**config.mk**
```make
export PLATFORM = sky130hd
export DESIGN_NAME = pku_ram
export DESIGN_NICKNAME = d
export VERILOG_FILES = /design/src/sv/pku_ram.sv
export SDC_FILE = /design/constraint.sdc
export NUM_CORES = 1
export LEC_CHECK = 0
export BUFFER_PORTS_ARGS = -buffer_cell sky130_fd_sc_hd__buf_2
export CAP_MARGIN = 10
export CORE_ASPECT_RATIO = 1.2
export CORE_MARGIN = 2
export CORE_UTILIZATION = 50
export DETAILED_ROUTE_END_ITERATION = 6
export PLACE_DENSITY = 0.79
export SLEW_MARGIN = 20
export SYNTH_ARGS = -nofsm -noshare
export SYNTH_HDL_FRONTEND = slang
export SYNTH_SLANG_ARGS = --single-unit
```
**constraint.sdc**
```tcl
create_clock -name i_clk -period 1.5 [get_ports i_clk]
set_input_delay 0.225 -clock i_clk [delete_from_list [all_inputs] [get_ports i_clk]]
set_output_delay 0.225 -clock i_clk [all_outputs]
set_load 0.005 [all_outputs]
```
**src/sv/pku_ram.sv**
```systemverilog
// Generic simple dual-port RAM: one write port, one registered read port.
// Read-first: a read and write to the same address return the old data.
// No dependencies.
module pku_ram #(
    parameter int WIDTH = 8,
    parameter int DEPTH = 31
) (
    input  logic                                   i_clk,
    input  logic                                   i_we,
    input  logic [((DEPTH > 1) ? $clog2(DEPTH) : 1)-1:0] i_waddr,
    input  logic [WIDTH-1:0]                       i_wdata,
    input  logic                                   i_re,
    input  logic [((DEPTH > 1) ? $clog2(DEPTH) : 1)-1:0] i_raddr,
    output logic [WIDTH-1:0]                       o_rdata
);

    logic [WIDTH-1:0] r_mem [DEPTH];
    logic [WIDTH-1:0] r_rdata;

    // Storage and registered read; read data holds while not enabled
    always_ff @(posedge i_clk) begin
        if (i_we) begin
            r_mem[i_waddr] <= i_wdata;
        end
        if (i_re) begin
            r_rdata <= r_mem[i_raddr];
        end
    end

    assign o_rdata = r_rdata;

endmodule

```
==> impl_metrics.csv <==
group,metric,value,unit
route,totalWireLength,22700,um
route,detailedRoute.firstIterationViolations,720,
critical_path,cp.required,1740,ps
cts,clk_pin_slew,60,ps
cells_and_area,layout-drive-gt1-share,26.4,%
route,num_vias,5635,
yosys,post_synth_fa_ha_maj_area_fraction,0,%
place,place_hpwl,14900,um
sta,hold-worst-slack,100,ps
power,power_density,1210,mW/mm^2
yosys,synth_compound_gate_area_share,4.42,%
sta,finalWorstPathRequiredPeriod,1580,ps
power,worst_ir_drop_vdd,0.830,mV
critical_path,critPathKind,"flop to flop",
yosys,synth.yosys.seq_area_share,75.4,%
critical_path,crit_fanout,1,
cts,clk_path_buf_depth,3,
grt,global_routing_s_busiest_layer,"met2",
status,failed_checks,"setup timing",
cells_and_area,mostFrequentLayoutCell,"sky130_fd_sc_hd__edfxtp_1",
place,placedCellCount,910,
yosys,synth_enable_flop_cells,256,
route,detail_route.drc_violations,0,
yosys,synth-xor-area-share,0,%
sta,final.setup.tns,-153,ps
sta,setup_repair_after_global_routing_missed_its_margin,"true",
cells_and_area,final_cell_area,0.0119,mm^2
route,detailedRoute.firstPassIterationCount,5,
yosys,ys_dominant_reg_cell,"sky130_fd_sc_hd__edfxtp_1",
floorplan,floorplan.die_area,0.0215,mm^2
grt,wire_length_of_the_first_global_routing_pass,34100,um
sta,report.final.hold_viol_count,0,
route,route.detailed.vias_per_inst,5.94,
cells_and_area,final_cells,948,
grt,gr-usage-met3,3.54,%
place,finalWeightedCongestion,0.904,
grt,grt_use_total,21.2,%
grt,first_global_vias,5772,
floorplan,ios,29,
cts,h-tree-depth,1,
sta,period_share,105,%
yosys,post_synth_main_area_contributors,"sky130_fd_sc_hd__edfxtp_1 75%, sky130_fd_sc_hd__mux2i_1 7.3%, sky130_fd_sc_hd__mux4_2 3.5%",
grt,grt_overflow_total,0,
sta,timing_worst_slew_pin_value,674,ps
cts,cts_num_sinks,256,
grt,use_met2,35.2,%
grt,initial_antenna_violation_count,0,
cts,cts_tree,"done",
grt,grt.met1_usage,28.0,%
cts,clock_buffer_count_from_cts,23,
power,total_leakage_power,4.12,nW
critical_path,cp_arrival,1820,ps
cells_and_area,antennaDiodeCount,0,
yosys,post-synth-top-area-cell,"sky130_fd_sc_hd__edfxtp_1",
sta,setup_viol,3,
route,detail-route-antenna-nets,0,
cells_and_area,most-common-layout-cells,"256 x sky130_fd_sc_hd__edfxtp_1, 79 x sky130_fd_sc_hd__buf_4, 74 x sky130_fd_sc_hd__mux2i_1",
floorplan,chipHeight,160,um
power,finalPower,14.4,mW
route,wire_length_per_cell,23.9,um
yosys,synthSimpleGateAreaFrac,5.57,%
cells_and_area,final_net_count,691,
floorplan,floorplan.rows,57,
yosys,main_combinational_cell_family_by_area_after_synthesis,"multiplexers",
yosys,ys_types,41,
yosys,post_synth_inst_count,561,
run,number_of_violations_of_the_max_capacitance_limit,0,
yosys,postSynthRegisterBits,256,
yosys,synthesized_area_per_cell,18.2,um^2
grt,maximum_number_of_pins_on_one_net_before_global_route_repair,32,
yosys,synth_nets,582,
cts,worst_skew_pair.late_latency,500,ps
sta,max_freq,0.634,GHz
floorplan,fp.coreArea,0.0201,mm^2
sta,slew_headroom,54.7,%
floorplan,dieWidth,134,um
yosys,synthesis.yosys.warnings,0,
yosys,synth_top_area_share,75.4,%
floorplan,initial_utilization,50.7,%
place,placedInstanceArea,0.0111,mm^2
critical_path,timing.critical_path.to_type,"flop",
hold_path,hold_class,"input pin to flop",
yosys,portion_of_netlist_area_occupied_by_mux_cells,12.2,%
yosys,ys_async_sr_fraction,0,%
sta,post-route-worst-setup-slack,-77.4,ps
sta,fin_skew,9.71,ps
critical_path,worst_setup_path_start_kind,"flop",
cells_and_area,layout-area-overhead-vs-synth,16.3,%
sta,slew_violations,0,
place,number_of_port_buffers,28,
cts,number_of_buffers_added_for_setup_after_cts,0,
yosys,syn_area,0.0102,mm^2
status,run_status,"complete, but fails checks",
cts,clk_root_buffer_cell,"sky130_fd_sc_hd__clkbuf_16",
[registers in the layout, indices dropped and copies added (netlist names)]
register and cells:
o_rdata 8, r_mem 248
[cells in the mapped netlist (all sizes together) (7+ instances only)]
cell type  count
edfxtp       256
mux2           8
nand2         26
mux2i         74
nor2          35
nor2b         12
clkbuf         7
nand3         16
buf           20
mux4          18
a21oi         14
a22oi         24
[critical path: stages, from the launching register on]
cell	delay, ps
sky130_fd_sc_hd__edfxtp_1	360
sky130_fd_sc_hd__mux2_4	280
sky130_fd_sc_hd__a221o_1	350
sky130_fd_sc_hd__a31oi_1	220
sky130_fd_sc_hd__a211oi_2	110
[stage by stage]
stage / util (%) / worst slack, ps
2_1_floorplan: - / -116
3_3_place_gp: 55.4 / -322
3_5_place_dp: 55.4 / -363
4_1_cts: 58.8 / -40.9
5_1_grt: 58.9 / -69.6
6_report: 58.9 / -77.4
[timing repair]
action	CTS	global route
gates resized for setup	6	6
cloned	0	0
setup endpoints to repair	4	4
pin swaps	9	7
hold buffers	0	0
[area by class of cell]
class	instances	area, um^2
clock buffers	26	587
clock inverters	12	101
fillers	1454	8260
inverters	1	3.75
multi-input cells	277	2320
flip-flops and latches	256	7690
well taps	265	332
repair buffers	111	828
[layer usage]
layer  vias up  share of wire (%)
met4         0                4.2
met2       320                 49
met5         -                  0
met3        66                8.1
li1       2444                  -
met1      2805                 39
[final timing paths]
path | from | endpoint | slack, ps | cells after the start
max | r_mem[1][2] | o_rdata[2] | -80 | 4
min | i_re | o_rdata[6] | 100 | 1
max reg2reg | r_mem[1][2] | o_rdata[2] | -80 | 4
min reg2reg | r_mem[30][1] | o_rdata[1] | 680 | 2
[report_power, final]
group          internal [mW]  total [mW]  switching [mW]
clock                   3.12        5.44            2.31
sequential              7.98        8.02          0.0322
combinational          0.364       0.902           0.539
[cell families after synthesis]
kind of cell / Yosys count
flip-flops: 256
multiplexers: 100
buffers and inverters: 28
AND/OR/NAND/NOR: 115
AO/OA/AOI/OAI: 62
Note: power is estimated with default switching activity, not from simulation.
